$ cat src/hw/rtl/alis_pkg.sv
// ----------------------------------------------------------------------------
// alis_pkg
// Shared types and constants of the array list block: command and status
// codes, transaction payloads and the controller/datapath interface.
// ----------------------------------------------------------------------------
package alis_pkg;

  localparam int unsigned DEPTH_DEF = 16;
  localparam int unsigned VAL_W     = 32;
  localparam int unsigned CNT_W     = 5;
  localparam int unsigned IDX_W     = 4;
  localparam int unsigned POS_W     = 5;

  localparam logic [CNT_W-1:0] LIMIT_RST = 5'd16;

  typedef enum logic [1:0] {
    CMD_APPEND = 2'd0,
    CMD_INSERT = 2'd1,
    CMD_SEARCH = 2'd2,
    CMD_NOP    = 2'd3
  } cmd_e;

  typedef enum logic [1:0] {
    ST_DONE     = 2'd0,
    ST_FULL     = 2'd1,
    ST_BADPOS   = 2'd2,
    ST_NOTFOUND = 2'd3
  } status_e;

  typedef struct packed {
    logic [1:0]              command;
    logic [POS_W-1:0]        position;
    logic signed [VAL_W-1:0] value;
  } in_t;

  typedef struct packed {
    logic [1:0]       status;
    logic [IDX_W-1:0] found_index;
    logic [CNT_W-1:0] entry_count;
  } out_t;

  // controller to datapath
  typedef struct packed {
    logic    load_insert;
    logic    load_search;
    logic    shift_rd;
    logic    shift_wr;
    logic    write_new;
    logic    srch_rd;
    logic    srch_next;
    logic    emit;
    status_e emit_status;
    logic    emit_idx;
  } dp_cmd_t;

  // datapath to controller
  typedef struct packed {
    logic bad_pos;
    logic full;
    logic list_empty;
    logic shift_more;
    logic match;
    logic srch_more;
  } dp_stat_t;

endpackage

$ cat src/hw/rtl/array_list_insert_search.sv
// ----------------------------------------------------------------------------
// array_list_insert_search
// Ordered list of signed 32-bit values with append, insert and search.
// ----------------------------------------------------------------------------
// A command is taken when start is high and busy is low; its single result
// appears on res_o for one cycle with res_valid_o high, and must be captured
// then, as it cannot be held off. Rejected commands (bad position, full), the
// unused command and a search of an empty list give their result in the cycle
// after acceptance with busy staying low. An append keeps busy high while it
// writes the new entry at the end; an insert at position p first moves the
// entries at p and above up one at a time through the single-port store,
// one read state and one write state per entry. A search keeps busy high
// while it walks from index 0 to a match or the last entry, with one
// registered store read and one compare per entry. res_valid_o rises at the
// same edge at which busy falls, so the result is on res_o in the first idle
// cycle. The capacity limit may be written at any time the block is idle.
// ----------------------------------------------------------------------------
module array_list_insert_search #(
  parameter int unsigned DEPTH = alis_pkg::DEPTH_DEF
) (
  input  logic                        clk_i,
  input  logic                        rst_ni,
  input  logic                        start,
  output logic                        busy,
  input  alis_pkg::in_t               cmd_i,
  output logic                        res_valid_o,
  output alis_pkg::out_t              res_o,
  input  logic                        cfg_valid_i,
  output logic                        cfg_ready_o,
  input  logic [alis_pkg::CNT_W-1:0]  cfg_data_i
);

  alis_pkg::dp_cmd_t  dp_cmd;
  alis_pkg::dp_stat_t dp_stat;

  assign cfg_ready_o = 1'b1;

  alis_ctrl u_ctrl (
    .clk_i     (clk_i),
    .rst_ni    (rst_ni),
    .start     (start),
    .command_i (cmd_i.command),
    .stat_i    (dp_stat),
    .cmd_o     (dp_cmd),
    .busy      (busy)
  );

  alis_datapath #(
    .DEPTH (DEPTH)
  ) u_datapath (
    .clk_i       (clk_i),
    .rst_ni      (rst_ni),
    .in_i        (cmd_i),
    .cfg_valid_i (cfg_valid_i),
    .cfg_data_i  (cfg_data_i),
    .cmd_i       (dp_cmd),
    .stat_o      (dp_stat),
    .res_valid_o (res_valid_o),
    .res_o       (res_o)
  );

endmodule

$ cat src/hw/rtl/alis_datapath.sv
// ----------------------------------------------------------------------------
// alis_datapath
// Entry store, entry count, capacity limit, walking pointer and the result
// register of the array list.
// ----------------------------------------------------------------------------
module alis_datapath #(
  parameter int unsigned DEPTH = alis_pkg::DEPTH_DEF
) (
  input  logic                         clk_i,
  input  logic                         rst_ni,
  input  alis_pkg::in_t                in_i,
  input  logic                         cfg_valid_i,
  input  logic [alis_pkg::CNT_W-1:0]   cfg_data_i,
  input  alis_pkg::dp_cmd_t            cmd_i,
  output alis_pkg::dp_stat_t           stat_o,
  output logic                         res_valid_o,
  output alis_pkg::out_t               res_o
);

  localparam int unsigned AW = (DEPTH > 1) ? $clog2(DEPTH) : 1;
  localparam int unsigned PW = (AW > alis_pkg::CNT_W) ? AW : alis_pkg::CNT_W;

  logic [alis_pkg::VAL_W-1:0] mem_q [DEPTH];
  logic [alis_pkg::VAL_W-1:0] rdata_q;

  logic [alis_pkg::CNT_W-1:0] count_q, count_d;
  logic [alis_pkg::CNT_W-1:0] limit_q;
  logic [PW-1:0]              ptr_q, ptr_d;
  logic [PW-1:0]              pos_q, pos_d;
  logic [alis_pkg::VAL_W-1:0] val_q, val_d;
  logic                       res_valid_q;
  alis_pkg::out_t             res_q, res_d;

  logic [AW-1:0]              rd_addr, wr_addr;
  logic [alis_pkg::VAL_W-1:0] wr_data;
  logic                       wr_en, rd_en;
  logic [PW:0]                ptr_inc;
  logic                       is_append;

  assign is_append = (alis_pkg::cmd_e'(in_i.command) == alis_pkg::CMD_APPEND);

  // status towards the controller
  assign stat_o.bad_pos    = (alis_pkg::cmd_e'(in_i.command) == alis_pkg::CMD_INSERT) &&
                             (in_i.position > count_q);
  assign stat_o.full       = (count_q >= limit_q) || (32'(count_q) >= 32'(DEPTH));
  assign stat_o.list_empty = (count_q == '0);
  assign stat_o.shift_more = (ptr_q > pos_q);
  assign stat_o.match      = (rdata_q == val_q);
  assign ptr_inc           = {1'b0, ptr_q} + {{PW{1'b0}}, 1'b1};
  assign stat_o.srch_more  = (ptr_inc < (PW+1)'(count_q));

  // store ports
  assign rd_en   = cmd_i.shift_rd | cmd_i.srch_rd;
  assign rd_addr = cmd_i.shift_rd ? AW'(ptr_q - {{(PW-1){1'b0}}, 1'b1}) : ptr_q[AW-1:0];
  assign wr_en   = cmd_i.shift_wr | cmd_i.write_new;
  assign wr_addr = cmd_i.write_new ? pos_q[AW-1:0] : ptr_q[AW-1:0];
  assign wr_data = cmd_i.write_new ? val_q : rdata_q;

  always_ff @(posedge clk_i) begin
    if (wr_en) begin
      mem_q[wr_addr] <= wr_data;
    end
    if (rd_en) begin
      rdata_q <= mem_q[rd_addr];
    end
  end

  always_comb begin
    ptr_d   = ptr_q;
    pos_d   = pos_q;
    val_d   = val_q;
    count_d = count_q;
    if (cmd_i.load_insert) begin
      ptr_d = PW'(count_q);
      pos_d = is_append ? PW'(count_q) : PW'(in_i.position);
      val_d = in_i.value;
    end else if (cmd_i.load_search) begin
      ptr_d = '0;
      val_d = in_i.value;
    end else if (cmd_i.shift_wr) begin
      ptr_d = ptr_q - {{(PW-1){1'b0}}, 1'b1};
    end else if (cmd_i.srch_next) begin
      ptr_d = ptr_inc[PW-1:0];
    end
    if (cmd_i.write_new) begin
      count_d = count_q + 1'b1;
    end
  end

  always_comb begin
    res_d             = res_q;
    res_d.status      = cmd_i.emit_status;
    res_d.found_index = cmd_i.emit_idx ? ptr_q[alis_pkg::IDX_W-1:0] : '0;
    res_d.entry_count = count_d;
  end

  always_ff @(posedge clk_i) begin
    ptr_q <= ptr_d;
    pos_q <= pos_d;
    val_q <= val_d;
    if (cmd_i.emit) begin
      res_q <= res_d;
    end
  end

  always_ff @(posedge clk_i or negedge rst_ni) begin
    if (!rst_ni) begin
      count_q     <= '0;
      limit_q     <= alis_pkg::LIMIT_RST;
      res_valid_q <= 1'b0;
    end else begin
      count_q     <= count_d;
      res_valid_q <= cmd_i.emit;
      if (cfg_valid_i) begin
        limit_q <= cfg_data_i;
      end
    end
  end

  assign res_valid_o = res_valid_q;
  assign res_o       = res_q;

  a_count_bound: assert property (@(posedge clk_i) disable iff (!rst_ni)
    32'(count_q) <= 32'(DEPTH))
    else $error("entry count beyond store depth");

  a_count_hold: assert property (@(posedge clk_i) disable iff (!rst_ni)
    !cmd_i.write_new |=> (count_q == $past(count_q)))
    else $error("entry count moved without a store write");

  a_write_room: assert property (@(posedge clk_i) disable iff (!rst_ni)
    cmd_i.write_new |-> !stat_o.full)
    else $error("new entry written into a full list");

  a_shift_range: assert property (@(posedge clk_i) disable iff (!rst_ni)
    cmd_i.shift_wr |-> (ptr_q > pos_q))
    else $error("entry moved below the insert position");

endmodule

$ cat src/hw/rtl/alis_ctrl.sv
// ----------------------------------------------------------------------------
// alis_ctrl
// Command sequencer: decodes each command, steps the datapath through the
// move-up or search walk and requests the result.
// ----------------------------------------------------------------------------
module alis_ctrl (
  input  logic                clk_i,
  input  logic                rst_ni,
  input  logic                start,
  input  logic [1:0]          command_i,
  input  alis_pkg::dp_stat_t  stat_i,
  output alis_pkg::dp_cmd_t   cmd_o,
  output logic                busy
);

  typedef enum logic [4:0] {
    S_IDLE     = 5'b00001,
    S_SHIFT_RD = 5'b00010,
    S_SHIFT_WR = 5'b00100,
    S_SRCH_RD  = 5'b01000,
    S_SRCH_CMP = 5'b10000
  } state_e;

  state_e state_q, state_d;

  always_comb begin
    state_d = state_q;
    cmd_o   = '0;
    cmd_o.emit_status = alis_pkg::ST_DONE;
    case (state_q)
      S_IDLE: begin
        if (start) begin
          case (alis_pkg::cmd_e'(command_i))
            alis_pkg::CMD_APPEND, alis_pkg::CMD_INSERT: begin
              if (stat_i.bad_pos) begin
                cmd_o.emit        = 1'b1;
                cmd_o.emit_status = alis_pkg::ST_BADPOS;
              end else if (stat_i.full) begin
                cmd_o.emit        = 1'b1;
                cmd_o.emit_status = alis_pkg::ST_FULL;
              end else begin
                cmd_o.load_insert = 1'b1;
                state_d           = S_SHIFT_RD;
              end
            end
            alis_pkg::CMD_SEARCH: begin
              if (stat_i.list_empty) begin
                cmd_o.emit        = 1'b1;
                cmd_o.emit_status = alis_pkg::ST_NOTFOUND;
              end else begin
                cmd_o.load_search = 1'b1;
                state_d           = S_SRCH_RD;
              end
            end
            default: begin
              cmd_o.emit = 1'b1;
            end
          endcase
        end
      end
      S_SHIFT_RD: begin
        if (stat_i.shift_more) begin
          cmd_o.shift_rd = 1'b1;
          state_d        = S_SHIFT_WR;
        end else begin
          // gap is open, drop the new entry in
          cmd_o.write_new = 1'b1;
          cmd_o.emit      = 1'b1;
          state_d         = S_IDLE;
        end
      end
      S_SHIFT_WR: begin
        cmd_o.shift_wr = 1'b1;
        state_d        = S_SHIFT_RD;
      end
      S_SRCH_RD: begin
        cmd_o.srch_rd = 1'b1;
        state_d       = S_SRCH_CMP;
      end
      S_SRCH_CMP: begin
        if (stat_i.match) begin
          cmd_o.emit     = 1'b1;
          cmd_o.emit_idx = 1'b1;
          state_d        = S_IDLE;
        end else if (stat_i.srch_more) begin
          cmd_o.srch_next = 1'b1;
          state_d         = S_SRCH_RD;
        end else begin
          cmd_o.emit        = 1'b1;
          cmd_o.emit_status = alis_pkg::ST_NOTFOUND;
          state_d           = S_IDLE;
        end
      end
      default: begin
        state_d = S_IDLE;
      end
    endcase
  end

  always_ff @(posedge clk_i or negedge rst_ni) begin
    if (!rst_ni) begin
      state_q <= S_IDLE;
    end else begin
      state_q <= state_d;
    end
  end

  assign busy = (state_q != S_IDLE);

endmodule
$ cat config.mk
export PLATFORM = sky130hd
export DESIGN_NAME = array_list_insert_search
export DESIGN_NICKNAME = d
export VERILOG_FILES = /design/src/hw/rtl/alis_pkg.sv /design/src/hw/rtl/array_list_insert_search.sv /design/src/hw/rtl/alis_datapath.sv /design/src/hw/rtl/alis_ctrl.sv
export SDC_FILE = /design/constraint.sdc
export NUM_CORES = 1
export LEC_CHECK = 0
export BUFFER_PORTS_ARGS = -buffer_cell sky130_fd_sc_hd__buf_2
export CELL_PAD_IN_SITES_DETAIL_PLACEMENT = 1
export CELL_PAD_IN_SITES_GLOBAL_PLACEMENT = 1
export CORE_MARGIN = 1.5
export CORE_UTILIZATION = 55
export CTS_BUF_LIST = sky130_fd_sc_hd__clkbuf_4 sky130_fd_sc_hd__clkbuf_8
export DETAILED_ROUTE_END_ITERATION = 12
export PLACE_DENSITY = 0.89
export SLEW_MARGIN = 10
export SYNTH_ARGS = -nofsm -noshare
export SYNTH_HDL_FRONTEND = slang
export SYNTH_SLANG_ARGS = --single-unit
$ cat constraint.sdc
create_clock -name clk_i -period 6.15 [get_ports clk_i]
set_input_delay 0.3075 -clock clk_i [delete_from_list [all_inputs] [get_ports clk_i]]
set_output_delay 0.3075 -clock clk_i [all_outputs]
set_load 0.02 [all_outputs]
Word-level counts from Yosys, hierarchy flattened
Memory sizes are Yosys's and may differ from the RTL's. A register that Yosys moved wholly into a read port is not among the register bits.
Index checks and enable logic that the tools add are counted.

word-level totals
  register bits = 69
  RAM bits = 512
  output and inout port bits = 14
  logic and storage cells = 94
  memories = 1

memories
  name              depth  bits a word  rd ports  clocked after Yosys merged registers in  write ports  RTL line             source
  u_datapath.mem_q  16     32           1         1                                        1            alis_datapath.sv:23  logic [alis_pkg::VAL_W-1:0] mem_q [DEPTH];

operators by class
  add/sub/neg operators = 3
  magnitude comparators = 5
  equality and inequality tests = 14
  muxes and demuxes = 51
  bitwise logic cells = 2
  reductions and logical operators = 8

operator list
  operator             count
  $mux 32              3
  $mux 5               10
  $eq 32x32->1         1
  $pmux 5 s5           1
  $mux 1               19
  $mux 3               6
  $mux 4               4
  $ne 3x3->1 const B   4
  $gt 5x5->1           2
  $pmux 5 s2           1
  $pmux 2 s2           2
  $add 5x1->6 const B  1
  $lt 6x5->1           1
  $mux 2               3
  $add 5x1->5 const B  1
  $eq 5x1->1 const B   1
  $eq 5x2->1 const B   1
  $eq 5x3->1 const B   1
  $eq 5x4->1 const B   1
  $eq 5x5->1 const B   1
  $ge 5x5->1           1
  $ge 5x5->1 const B   1
  $logic_not 5->1      1
  $ne 5x1->1 const B   1
  other kinds (14)     15

Logic depth before layout (Yosys ltp)
Gate-level depths: netlist of run 1.

  depth after elaboration = 9
  depth in mapped cells = 14
  gate-level depth less buffers = 10

Cells and area by module
A second synthesis of run 1 with hierarchy kept.

unflattened totals
  cell total of the unflattened synthesis = 1756
  area, all modules = 26872.0 um^2

by module, submodules not included
  module                    times used  cells an instance  area each (um^2)
  alis_datapath             1           1707               26465.4
  alis_ctrl                 1           47                 395.4
  array_list_insert_search  1           2                  11.3

Least setup slack after synthesis of run 1
OpenSTA, ideal clock, no wires.

  kind = register to register
  start = register u_datapath.ptr_q[0]
  end = memory u_datapath.mem_q[13][0] (netlist name), enable pin
  setup time = 0.421 ns
  data arrival time = 3.873 ns
  data required time = 5.729 ns
  path slack = 1.856 ns
  stages on the path, launching flop included = 10
  clock period less this slack = 4.294 ns
  path through = edfxtp_1 > clkbuf_1 > inv_1 > clkbuf_1 > ha_1 > o221ai_2 > clkbuf_1 > a211oi_1 > a32oi_1 > nor2_1

between the ends
  longest elaborated chain between the ends = 6

RTL lines
  element                       RTL line             source
  start, declared               alis_datapath.sv:28  logic [PW-1:0] ptr_q, ptr_d;
  start signal, assigned        alis_datapath.sv:98  ptr_q <= ptr_d;
  $gt 5x5->1                    alis_datapath.sv:47  assign stat_o.shift_more = (ptr_q > pos_q);
  $mux 1                        alis_ctrl.sv:62      if (stat_i.shift_more) begin
  $mux 1                        alis_ctrl.sv:30      case (state_q)
  $or 1x1->1                    alis_datapath.sv:55  assign wr_en = cmd_i.shift_wr | cmd_i.write_new;
  $mux 1                        alis_datapath.sv:60  if (wr_en) begin
  $mux 1 (not written as such)  alis_datapath.sv:61  mem_q[wr_addr] <= wr_data;
  end, declared                 alis_datapath.sv:23

Several ways; a longest one is shown, not always the timed one.

Final worst setup path of run 1
  start = register u_datapath.ptr_q[3]
  end = memory u_datapath.mem_q[1][16] (netlist name), enable pin

The elaborated chain is that of the path after synthesis.

==> results by group, run 1 <==
Status
  – Status: finished, final reports clean

Final layout
  – Final instance area: 27600 sq um
  – Syn-to-layout area delta: 14.2%
  – Fin util: 0.638
  – Filler Cell Count: 3938
  – Diodes inserted: 0
  – Final nets: 1825
  – Layout cells sized above 1: 0.160

STA
  – Final Hold Fails: 0
  – Setup Skew: 41.1 ps
  – Slew headroom: 0.107
  – Peak Freq: 0.202 GHz
  – Final worst slack: 1190 ps
  – Tcrit/Tclk final: 0.807
  – Final setup vio count: 0
  – Setup TNS: 0 ps
  – RSZ-0062 raised after global routing: false
  – Post-route minimum period: 4960 ps
  – Worst-Margin Slew: 1340 ps
  – Slew Limit Fails: 0

Logic synthesis
  – Dominant synthesized flop cell: edfxtp_1
  – Post-synth top cells: edfxtp_1 (597), o22ai_1 (180), nor2_1 (141)
  – Most frequent cell after synthesis: edfxtp_1
  – Synth area leaders: edfxtp_1 (74%), o22ai_1 (4.7%), nor2_1 (2.2%), nand2_1 (1.8%), nor3_1 (1.7%)
  – Syn avg cell area: 15.1 sq um
  – Library cells used by synthesis: 72
  – Synthesized net count: 1673
  – Share of synthesized cell area in and, or, nand and nor gates: 0.0919
  – Area leader, netlist: edfxtp_1
  – Largest family of logic cells by synthesized area: simple AND/OR/NAND/NOR gates
  – Yosys warns: 0
  – Fraction of registers with async set or reset after synthesis: 0.0261
  – Mux cell area share after synthesis: 0.00813
  – Post-synth EDFFs: 597
  – Compound-gate portion of the synthesized area: 0.0897
  – Post-synthesis register bit count: 613
  – Yosys top cell area share: 0.741
  – Seq/Total Area, Yosys: 0.758
  – Post-Synth XOR/XNOR Area: 0.0156
  – Post-synthesis adder-cell area fraction: 0.0119
  – Syn Inst Count: 1602
  – Synthesized area: 24200 sq um

Place
  – DP Worst Slack: 1390 ps
  – Final GP Congestion: 0.835
  – Port Buffers: 60
  – Area after DPL: 25200 sq um
  – Dpl hpwl: 41800 um

Floorplan
  – Top-Level Pins: 62
  – Die height: 213 um
  – Rows: 76
  – Core box area: 43300 sq um
  – Initial Util: 0.559
  – Die area: 45200 sq um
  – Die X: 213 um

Setup path
  – Crit Path Max Fanout: 38
  – Worst-path cell chain: ha_1 -> nand4_1 -> o221ai_2 -> a211o_2 -> a21oi_1 -> nor2_4 -> buf_4
  – Crit end category: flip-flop
  – Critical path launch point type: flip-flop
  – Worst EP arrival: 5330 ps
  – Critical Path RT: 6520 ps
  – Crit path kind: flip-flop to flip-flop
  – CP max-delay cell: a211o_2
  – CP peak stage delay: 900 ps

Power and ir drop
  – Internal power: 6.85 mW
  – Switching share of total power: 0.290
  – Reg power frac: 0.496
  – Comb power frac: 0.142
  – Peak supply drop: 0.000232 V
  – PwrDens: 350 nW/um^2
  – Psw: 2.80 mW
  – Clock network fraction of design power: 0.362
  – P_leak: 9.08 nW

Min path
  – Hold crit path type: primary input to flip-flop

Clock network
  – CTS buffer count: 97
  – Clock sink count: 613
  – CTS tree: done
  – Cell chosen for the clock root: clkbuf_8
  – H-tree Lvls: 3
  – Skew-Pair Late Insertion Delay: 730 ps
  – Clk slew on worst S/H paths: 70 ps
  – CTS Buffer Depth: 3

Job
  – Max-Cap Viols: 0

Route
  – Initial detailed-routing violation count: 2080
  – Routed Antenna Nets: 0
  – DRC viols: 0
  – Wire per inst: 32.9 um
  – First-pass DRT Iterations: 5
  – Drt via density: 6.86
  – DRT Wirelength: 79500 um
  – DR vias: 16.5k

Global routing
  – Largest net degree at the start of global routing: 118
  – Gr ovfl total: 0
  – First-pass GRT wire length: 116000 um
  – Vias in the first global route: 17.5k
  – Initial antenna violation count: 1
  – GRT Total Usage: 0.359
-- through the flow --
step / hold slack, ps / total power [mW] / instances
after global placement: 256 / 6.04 / 2186
after detailed placement: 265 / 6.12 / 2186
after floorplan: 11.9 / 5.67 / 1602
after global routing: 107 / 9.87 / 2412
final: 66.8 / 9.65 / 2412
after CTS: 55.2 / 9.57 / 2411
-- kinds of logic (layout without fill, tap and decap cells) --
family,Yosys count,count (layout)
simple gates,469,469
other cells,1,1
fa+ha+maj,23,23
xor+xnor,43,43
compound gates,312,312
mux,17,17
buf+inv,124,349
flops,613,613
-- placed cells by master, fill, tap and decap left out, types with 3 or more instances in the layout --
| cell | synthesis | final |
|---|---|---|
| clkinv_2 | 0 | 17 |
| clkinv_1 | 1 | 27 |
| buf_2 | 21 | 60 |
| clkbuf_8 | 0 | 97 |
| a31o_1 | 8 | 8 |
| o221ai_1 | 11 | 11 |
| nor2b_1 | 3 | 3 |
| a22oi_2 | 1 | 3 |
| xnor2_1 | 42 | 42 |
| ha_1 | 23 | 23 |
| nand2b_1 | 6 | 6 |
| buf_4 | 5 | 28 |
| o311ai_0 | 8 | 8 |
| or3_1 | 9 | 9 |
| clkbuf_4 | 0 | 22 |
| mux2i_1 | 5 | 5 |
| o21ai_0 | 19 | 18 |
| a2111oi_0 | 9 | 9 |
| nor4_1 | 46 | 46 |
| nor2_1 | 141 | 125 |
| nor2_4 | 0 | 16 |
| o22ai_1 | 180 | 180 |
| edfxtp_1 | 597 | 597 |
| o21a_1 | 6 | 5 |
| buf_12 | 0 | 3 |
| inv_1 | 31 | 31 |
| nor3_1 | 80 | 80 |
| dlygate4sd3_1 | 0 | 53 |
| or4_1 | 24 | 24 |
| a21oi_1 | 18 | 18 |
| nand2_1 | 119 | 119 |
| nand4_1 | 12 | 12 |
| dfrtp_1 | 14 | 14 |
| nand3_1 | 15 | 15 |
| mux2_2 | 11 | 11 |
| o22a_1 | 16 | 16 |
-- power groups by stage --
| stage | combinational, mW | clock (mW) | sequential, mW |
|---|---|---|---|
| 2_1_floorplan | 0.830 | 0 | 4.84 |
| 3_3_place_gp | 1.18 | 0 | 4.86 |
| 3_5_place_dp | 1.26 | 0 | 4.87 |
| 4_1_cts | 1.33 | 3.47 | 4.78 |
| 5_1_grt | 1.44 | 3.65 | 4.79 |
| 6_report | 1.37 | 3.50 | 4.78 |
-- layout make-up --
type	count	area, sq um	share of cell area
clock buffer	119	1500	0.0544
clock inverter	53	343	0.0124
inverter	32	120	0.00435
multi-input combinational	865	5460	0.198
sequential	613	18300	0.664
tap	585	732	0.0265
timing repair buffer	145	1120	0.0404
-- routing by layer --
| metal | track usage | wire length, um | vias to the layer above | share of wire |
|---|---|---|---|---|
| met3 | 0.0765 | 7230 | 309 | 0.091 |
| met1 | 0.439 | 28400 | 8383 | 0.36 |
| met4 | 0.220 | 4940 | 0 | 0.062 |
| met2 | 0.588 | 38800 | 1208 | 0.49 |
| li1 | - | - | 6649 | - |
| met5 | 0 | 0 | - | 0 |
-- timing repair --
| item | CTS | global route |
|---|---|---|
| buffers inserted | 0 | 0 |
| endpoints found under the setup margin | 0 | 0 |
| hold endpoints to repair | 59 | 0 |
| hold buffers | 53 | 0 |
| resized for setup | 0 | 0 |
-- worst max-delay path, delay by kind of cell (launching register included) --
family,cells,cell delay [ps]
adders and majority gates,1,440
AOI/OAI and AO/OA,3,2120
DFF,1,640
buffers and inverters,1,460
and+or+nand+nor,2,940
-- state kept, by name (all words and copies together), names as in the netlist --
signal                  flops
u_datapath.pos_q            5
u_ctrl.state_q              5
u_datapath.val_q           32
u_datapath.mem_q          512
u_datapath.rdata_q         32
u_datapath.ptr_q            5
u_datapath.res_valid_o      1
u_datapath.res_o           11
u_datapath.limit_q          5
u_datapath.count_q          5
-- final timing paths --
path / startpoint / to / slack (ps) / cells after the start
max reg2reg: u_datapath.ptr_q[3]$_DFFE_PP_ / u_datapath.mem_q[1][16]$_DFFE_PP_ / 1190 / 7
min: cmd_i[32] / u_datapath.pos_q[0]$_DFFE_PP_ / 70 / 3
min in group asynchronous: rst_ni / u_datapath.count_q[2]$_DFF_PN0_ / 90 / 2
min reg2reg: u_datapath.count_q[4]$_DFF_PN0_ / u_datapath.count_q[4]$_DFF_PN0_ / 670 / 1
max in group asynchronous: rst_ni / u_ctrl.state_q[0]$_DFFE_PN1P_ / 5720 / 2
max: u_datapath.ptr_q[3]$_DFFE_PP_ / u_datapath.mem_q[1][16]$_DFFE_PP_ / 1190 / 7
(Power assumes the default switching activity.)
==> inputs of run 2 (changes only) <==
- CORE_UTILIZATION: 55 -> 50
- PLACE_DENSITY: 0.89 -> 0.85
- clock period: 6.15 -> 4.1 ns (I/O delays scaled with it)
==> results by group, run 2 (synthesis gave the netlist of run 1 again) <==
Setup path
  – Critical path launch point type: flip-flop (unchanged)
  – Critical Path RT: 4540 ps (was 6520 ps)
  – Worst EP arrival: 4430 ps (was 5330 ps)
  – CP peak stage delay: 590 ps (was 900 ps)
  – Bufs and invs on worst path: 3 (was 1)
  – Crit Path Max Fanout: 12 (was 38)
  – Crit path kind: flip-flop to flip-flop (unchanged)
  – WP depth: 10 (was 7)
  – CP max-delay cell: o311ai_0 (was a211o_2)
  – CP most frequent cell: inv_1
  – R2R cell count: 10 (was 7)
  – Crit-path leading delay family: compound AO/OA/AOI/OAI gates (unchanged)
  – Worst-path cell chain: inv_1 -> ha_1 -> inv_1 -> a2111oi_4 -> buf_4 -> nand2_1 -> o311ai_0 -> a2111oi_0 -> a31o_1 -> or3_1 (was ha_1 -> nand4_1 -> o221ai_2 -> a211o_2 -> a21oi_1 -> nor2_4 -> buf_4)
  – Crit end category: flip-flop (unchanged)

STA
  – Tcrit/Tclk final: 0.973 (was 0.807)
  – Post-route minimum period: 3990 ps (was 4960 ps)
  – Peak Freq: 0.251 GHz (was 0.202 GHz)
  – Slew Limit Fails: 0 (unchanged)
  – Setup Skew: 50.3 ps (was 41.1 ps)
  – Final Hold Fails: 0 (unchanged)
  – WHS: 66.2 ps (was 66.8 ps)
  – RSZ-0062 raised after global routing: false (unchanged)
  – Final setup vio count: 0 (unchanged)
  – Slew headroom: 0.120 (was 0.107)
  – Worst-Margin Slew: 1310 ps (was 1340 ps)

Power and ir drop
  – Peak supply drop: 0.000262 V (was 0.000232 V)
  – P_leak: 9.33 nW (was 9.08 nW)
  – PwrDens: 522 nW/um^2 (was 350 nW/um^2)

Route
  – First-pass DRT Iterations: 5 (unchanged)
  – DRT Wirelength: 77100 um (was 79500 um)
  – Drt via density: 6.58 (was 6.86)
  – Routed Antenna Nets: 0 (unchanged)
  – DR vias: 16.3k (was 16.5k)
  – Initial detailed-routing violation count: 1969 (was 2080)
  – Wire per inst: 31.1 um (was 32.9 um)
  – DRC viols: 0 (unchanged)

Final layout
  – Final Non-Filler Cells: 2475 (was 2412)
  – Commonest non-fill, non-tap cell in the layout: edfxtp_1 (unchanged)
  – Leading cell types in the layout, fill and taps excluded: edfxtp_1 (597), o22ai_1 (180), nor2_1 (125) (unchanged)
  – Syn-to-layout area delta: 16.5% (was 14.2%)
  – Most flops, register: u_datapath.mem_q (unchanged)
  – Final instance area: 28200 sq um (was 27600 sq um)
  – Filler Cell Count: 4425 (was 3938)
  – Largest register FFs: 512 (unchanged)
  – Final nets: 1855 (was 1825)
  – Layout cells sized above 1: 0.182 (was 0.160)
  – Biggest regs: u_datapath.mem_q (512), u_datapath.rdata_q (32), u_datapath.val_q (32) (unchanged)

Job
  – Max-Cap Viols: 0 (unchanged)

Clock network
  – H-tree Lvls: 3 (unchanged)
  – CTS tree: done (unchanged)
  – Cell chosen for the clock root: clkbuf_8 (unchanged)
  – CTS buffer count: 97 (unchanged)
  – Clk slew on worst S/H paths: 70 ps (about the same)
  – CTS Buffer Depth: 3 (unchanged)
  – Postcts setup bufs: 0 (unchanged)
  – Clock sink count: 613 (unchanged)
  – Skew-Pair Late Insertion Delay: 720 ps (was 730 ps)

Status
  – Status: finished, final reports clean (unchanged)

Global routing
  – GRT Total Usage: 0.308 (was 0.359)
  – Vias in the first global route: 17.5k (about the same)
  – Initial antenna violation count: 0 (was 1)
  – Largest net degree at the start of global routing: 118 (unchanged)
  – Gr ovfl total: 0 (unchanged)
  – First-pass GRT wire length: 112000 um (was 116000 um)

Floorplan
  – Die height: 223 um (was 213 um)
  – Initial Util: 0.506 (was 0.559)
  – Die area: 49700 sq um (was 45200 sq um)
  – Top-Level Pins: 62 (unchanged)
  – Rows: 80 (was 76)
  – Core box area: 47700 sq um (was 43300 sq um)
  – Die X: 223 um (was 213 um)

Place
  – Cell count after placement: 2243 (was 2186)
  – Area after DPL: 25600 sq um (was 25200 sq um)
  – Dpl hpwl: 40700 um (was 41800 um)
  – Port Buffers: 60 (unchanged)
  – Final GP Congestion: 0.860 (was 0.835)

Min path
  – Hold crit path type: primary input to asynchronous set/reset pin (was primary input to flip-flop)
==> run 2: cell count changes in the layout (fill, tap and decap cells not counted), moves of 4 or more <==
cell        delta
clkinv_2       -8
buf_12        +11
clkinv_1      -19
clkinvlp_4     +5
clkbuf_4      +22
clkbuf_8       +4
buf_4         +15
==> run 2: routing by layer <==
metal  up-vias  GRT usage  part of all wire  routed length [um]
li1       6713          -                 -                   -
met1      8179      0.375              0.36               27500
met2      1096      0.526              0.50               38700
met3       291     0.0587             0.089                6850
met4         2      0.160             0.051                3970
met5         -          0            0.0012                  92
==> run 2: final timing paths <==
kind,startpoint,to,slack [ps]
max,u_datapath.ptr_q[1]$_DFFE_PP_,u_datapath.rdata_q[31]$_DFFE_PP_,110
min,rst_ni,u_ctrl.state_q[0]$_DFFE_PN1P_,70
max reg2reg,u_datapath.ptr_q[1]$_DFFE_PP_,u_datapath.rdata_q[31]$_DFFE_PP_,110
min reg2reg,u_datapath.count_q[0]$_DFF_PN0_,u_datapath.count_q[0]$_DFF_PN0_,650
max in group asynchronous,rst_ni,u_ctrl.state_q[1]$_DFFE_PN0P_,2850
min in group clk_i,cmd_i[38],u_ctrl.state_q[3]$_DFFE_PN0P_,100
==> run 2: metrics by stage <==
| stage | util | power, mW | TNS [ps] | setup slack, ps |
|---|---|---|---|---|
| 3_5_place_dp | 0.536 | 9.22 | 0 | 109 |
| 5_1_grt | 0.590 | 15.1 | 0 | 2.92 |
| 3_3_place_gp | 0.536 | 9.09 | 0 | 415 |
| 6_report | 0.590 | 14.7 | 0 | 110 |
| 4_1_cts | 0.589 | 14.6 | 0 | 104 |
| 2_1_floorplan | - | 8.50 | -69480 | -194 |
==> run 2: layout make-up <==
cell class | count | area, sq um | share of cell area
flip-flops and latches | 613 | 18300 | 0.651
repair buffers | 174 | 1480 | 0.0524
clock inverters | 29 | 269 | 0.00955
well taps | 615 | 769 | 0.0273
diodes | 1 | 2.50 | 0.0000888
clock buffers | 145 | 1720 | 0.0611
multi-input cells | 866 | 5480 | 0.195
inverters | 32 | 124 | 0.00440
==> run 2: report_power, final <==
part	switching, mW	total (mW)	leakage (nW)	internal, mW
Sequential	0.0920	7.14	5.59	7.05
Combinational	1.40	2.08	2.68	0.684
Clock	2.54	5.48	1.05	2.94
Total	4.03	14.7	9.33	10.7
==> run 2: repair_timing <==
action / 4_1_cts / 5_1_grt
hold endpoints to repair: 61 / 0
resized for setup: 0 / 3
endpoints found under the setup margin: 0 / 14
hold buffers: 56 / 0
==> inputs of run 3 (changes only) <==
--- a/config.mk
+++ b/config.mk
@@ -7,2 +7,3 @@
 export LEC_CHECK = 0
+export ABC_AREA = 1
 export BUFFER_PORTS_ARGS = -buffer_cell sky130_fd_sc_hd__buf_2
@@ -11,3 +12,3 @@
 export CORE_MARGIN = 1.5
-export CORE_UTILIZATION = 50
+export CORE_UTILIZATION = 47
 export CTS_BUF_LIST = sky130_fd_sc_hd__clkbuf_4 sky130_fd_sc_hd__clkbuf_8
@@ -18,2 +19,3 @@
 export SYNTH_HDL_FRONTEND = slang
+export SYNTH_HIERARCHICAL = 1
 export SYNTH_SLANG_ARGS = --single-unit
==> constraint.sdc (replaced) <==
create_clock -name clk_i -period 4.1 [get_ports clk_i]
set_input_delay 0.82 -clock clk_i [delete_from_list [all_inputs] [get_ports clk_i]]
set_output_delay 0.82 -clock clk_i [all_outputs]
set_load 0.02 [all_outputs]
==> results by group, run 3 <==
Status
  – Status: finished, final reports clean (unchanged)

Global routing
  – First-pass GRT wire length: 131000 um (was 112000 um)
  – Vias in the first global route: 22.1k (was 17.5k)
  – Initial antenna violation count: 1 (was 0)
  – GRT Total Usage: 0.290 (was 0.308)
  – Gr ovfl total: 0 (unchanged)
  – Largest net degree at the start of global routing: 129 (was 118)

Min path
  – Hold crit path type: primary input to asynchronous set/reset pin (unchanged)

Place
  – Dpl hpwl: 52600 um (was 40700 um)
  – Area after DPL: 29300 sq um (was 25600 sq um)
  – Final GP Congestion: 0.830 (was 0.860)
  – Port Buffers: 60 (unchanged)

Clock network
  – Postcts setup bufs: 0 (unchanged)
  – Hold-fix buffers, CTS: 0 (was 56)
  – CTS tree: done (unchanged)
  – Skew-Pair Late Insertion Delay: 720 ps (about the same)
  – CTS resizes: 0 (unchanged)
  – Cell chosen for the clock root: clkbuf_8 (unchanged)
  – Clk slew on worst S/H paths: 60 ps (was 70 ps)
  – Clock sink count: 613 (unchanged)
  – CTS Buffer Depth: 3 (unchanged)
  – CTS buffer count: 101 (was 97)
  – H-tree Lvls: 3 (unchanged)

Floorplan
  – Core box area: 58000 sq um (was 47700 sq um)
  – Top-Level Pins: 62 (unchanged)
  – Initial Util: 0.479 (was 0.506)
  – Rows: 88 (was 80)
  – Die height: 246 um (was 223 um)
  – Die X: 246 um (was 223 um)
  – Die area: 60600 sq um (was 49700 sq um)

Route
  – Routed Antenna Nets: 0 (unchanged)
  – Met1 Wirelength: 33000 um (was 27500 um)
  – DRC viols: 0 (unchanged)
  – DRT Wirelength: 86400 um (was 77100 um)
  – Met3 routed WL: 6930 um (was 6850 um)
  – Wire per inst: 23.9 um (was 31.1 um)
  – Drt via density: 5.69 (was 6.58)
  – First-pass DRT Iterations: 8 (was 5)
  – Initial detailed-routing violation count: 2216 (was 1969)
  – DR vias: 20.6k (was 16.3k)
  – Top Layer Used: met4 (was met5)
  – WL met2: 43200 um (was 38700 um)

STA
  – Setup Skew: 48.2 ps (was 50.3 ps)
  – Setup TNS: 0 ps (unchanged)
  – Final Hold Fails: 0 (unchanged)
  – Slew Limit Fails: 0 (unchanged)
  – RSZ-0062 raised after global routing: false (unchanged)
  – Tcrit/Tclk final: 0.901 (was 0.973)
  – Post-route minimum period: 3690 ps (was 3990 ps)
  – Slew headroom: 0.324 (was 0.120)
  – Worst-Margin Slew: 1010 ps (was 1310 ps)
  – Peak Freq: 0.271 GHz (was 0.251 GHz)
  – Final setup vio count: 0 (unchanged)

Logic synthesis
  – Area leader, netlist: edfxtp_1 (unchanged)
  – Post-synth EDFFs: 597 (unchanged)
  – Syn Inst Count: 2664 (was 1602)
  – Synthesized net count: 2735 (was 1673)
  – Most frequent cell after synthesis: edfxtp_1 (unchanged)
  – Compound-gate portion of the synthesized area: 0.0104 (was 0.0897)
  – Post-synthesis register bit count: 613 (unchanged)
  – Share of synthesized cell area in and, or, nand and nor gates: 0.208 (was 0.0919)
  – Fraction of registers with async set or reset after synthesis: 0.0261 (unchanged)
  – Synthesized area: 27800 sq um (was 24200 sq um)
  – Synth area leaders: edfxtp_1 (65%), nand3_1 (11%), nand2_1 (7.4%), inv_1 (7.3%), buf_2 (1.6%) (was edfxtp_1 (74%), o22ai_1 (4.7%), nor2_1 (2.2%), nand2_1 (1.8%), nor3_1 (1.7%))
  – Dominant synthesized flop cell: edfxtp_1 (unchanged)
  – Yosys warns: 6 (was 0)
  – Post-Synth XOR/XNOR Area: 0.0110 (was 0.0156)
  – Mux cell area share after synthesis: 0.000405 (was 0.00813)
  – Post-synth top cells: edfxtp_1 (597), nand3_1 (593), nand2_1 (545) (was edfxtp_1 (597), o22ai_1 (180), nor2_1 (141))
  – Seq/Total Area, Yosys: 0.660 (was 0.758)
  – Post-synthesis adder-cell area fraction: 0.0104 (was 0.0119)
  – Yosys top cell area share: 0.645 (was 0.741)
  – Largest family of logic cells by synthesized area: simple AND/OR/NAND/NOR gates (unchanged)
  – Library cells used by synthesis: 45 (was 72)
  – Syn avg cell area: 10.4 sq um (was 15.1 sq um)

Final layout
  – Largest register FFs: 512 (unchanged)
  – Filler Cell Count: 6254 (was 4425)
  – Layout cells sized above 1: 0.124 (was 0.182)
  – Leading cell types in the layout, fill and taps excluded: edfxtp_1 (597), nand3_1 (593), nand2_1 (545) (was edfxtp_1 (597), o22ai_1 (180), nor2_1 (125))
  – Commonest non-fill, non-tap cell in the layout: edfxtp_1 (unchanged)
  – Most flops, register: u_datapath/mem_q (was u_datapath.mem_q)
  – Biggest regs: u_datapath/mem_q (512), u_datapath/rdata_q (32), u_datapath/val_q (32) (was u_datapath.mem_q (512), u_datapath.rdata_q (32), u_datapath.val_q (32))
  – Syn-to-layout area delta: 12.7% (was 16.5%)
  – Final nets: 2837 (was 1855)
  – Final instance area: 31300 sq um (was 28200 sq um)

Setup path
  – Critical path launch point type: flip-flop (unchanged)
  – Crit path kind: flip-flop to flip-flop (unchanged)
  – Crit end category: flip-flop (unchanged)
  – Critical Path RT: 4530 ps (was 4540 ps)
  – Crit Path Max Fanout: 67 (was 12)
  – Worst EP arrival: 4120 ps (was 4430 ps)
  – R2R cell count: 15 (was 10)

Power and ir drop
  – Tot Pwr: 17.9 mW (was 14.7 mW)
  – Peak supply drop: 0.000488 V (was 0.000262 V)
  – P_leak: 13.4 nW (was 9.33 nW)
  – PwrDens: 573 nW/um^2 (was 522 nW/um^2)

Job
  – Max-Cap Viols: 0 (unchanged)
-- run 3: changes by cell type after synthesis, sizes merged, moves of 40 or more --
| cell | before | now |
|---|---|---|
| nand3 | 16 | 596 |
| inv | 31 | 544 |
| nand2 | 119 | 556 |
| o22ai | 180 | 2 |
| buf | 39 | 118 |
| nor2 | 141 | 63 |
| nor3 | 81 | 3 |
| nor4 | 46 | 2 |
| clkbuf | 53 | 13 |
-- run 3: cells by family (layout without fill, tap and decap cells) --
group,after synthesis,count (layout)
AOI/OAI and AO/OA,47,47
xor gates and xnor gates,35,35
adders and majority gates,23,23
buffers and inverters,676,860
DFF,613,613
muxes,1,1
other,1,2
and+or+nand+nor,1268,1268
-- run 3: worst paths after layout --
kind	start	endpoint	slack [ps]
setup / recovery	u_datapath/ptr_q[4]$_DFFE_PP_	u_datapath/rdata_q[0]$_DFFE_PP_	410
hold / removal	rst_ni	u_datapath/limit_q[0]$_DFFE_PN0P_	50
setup reg to reg	u_datapath/ptr_q[4]$_DFFE_PP_	u_datapath/rdata_q[0]$_DFFE_PP_	410
hold reg to reg	u_datapath/limit_q[0]$_DFFE_PN0P_	u_datapath/limit_q[0]$_DFFE_PN0P_	540
max in group asynchronous	rst_ni	u_datapath/limit_q[4]$_DFFE_PN1P_	3720
min in group clk_i	cmd_i[1]	u_datapath/val_q[1]$_DFFE_PP_	270
-- run 3: report_power, final --
group          switching [mW]  total, mW  leakage [nW]  internal, mW
Combinational            3.55       4.77          6.70          1.21
Sequential              0.166       7.71          5.59          7.55
Clock                    2.54       5.46          1.07          2.92
Total                    6.26       17.9          13.4          11.7
-- run 3: critical path, stage by stage (launching register included) --
cell	delay, ps
edfxtp_1	440
ha_1	340
nand2_1	90
nor3_1	200
a2bb2oi_1	350
inv_1	120
nor2_1	120
buf_4	220
nand2_4	100
nand2_8	380
buf_12	370
nand2_1	150
nand3_1	140
nand3_1	100
nand3_1	140
nand2_1	140
-- run 3: cell type report --
type | instances | area, sq um | share of cell area
clock inverters | 42 | 292 | 0.00931
repair buffers | 130 | 1110 | 0.0356
multi-input cells | 1375 | 6830 | 0.218
flip-flops and latches | 613 | 18300 | 0.585
well taps | 765 | 957 | 0.0306
clock buffers | 143 | 1730 | 0.0553
diodes | 1 | 2.50 | 0.0000799
inverters | 545 | 2060 | 0.0657
-- run 3: layer usage --
layer / global-route usage / up-vias
met5: 0 / -
met2: 0.490 / 1030
met4: 0.125 / 0
met3: 0.0477 / 254
li1: - / 8973
met1: 0.367 / 10300
-- run 3: metrics by stage --
| stage | setup slack (ps) | hold WS, ps | util | cells |
|---|---|---|---|---|
| 5_1_grt | 200 | 51.1 | 0.540 | 3614 |
| 2_1_floorplan | 344 | 463 | - | 2664 |
| 3_3_place_gp | 582 | 498 | 0.505 | 3428 |
| 6_report | 405 | 54.7 | 0.540 | 3614 |
| 4_1_cts | 481 | 22.2 | 0.540 | 3613 |
| 3_5_place_dp | 498 | 526 | 0.505 | 3428 |
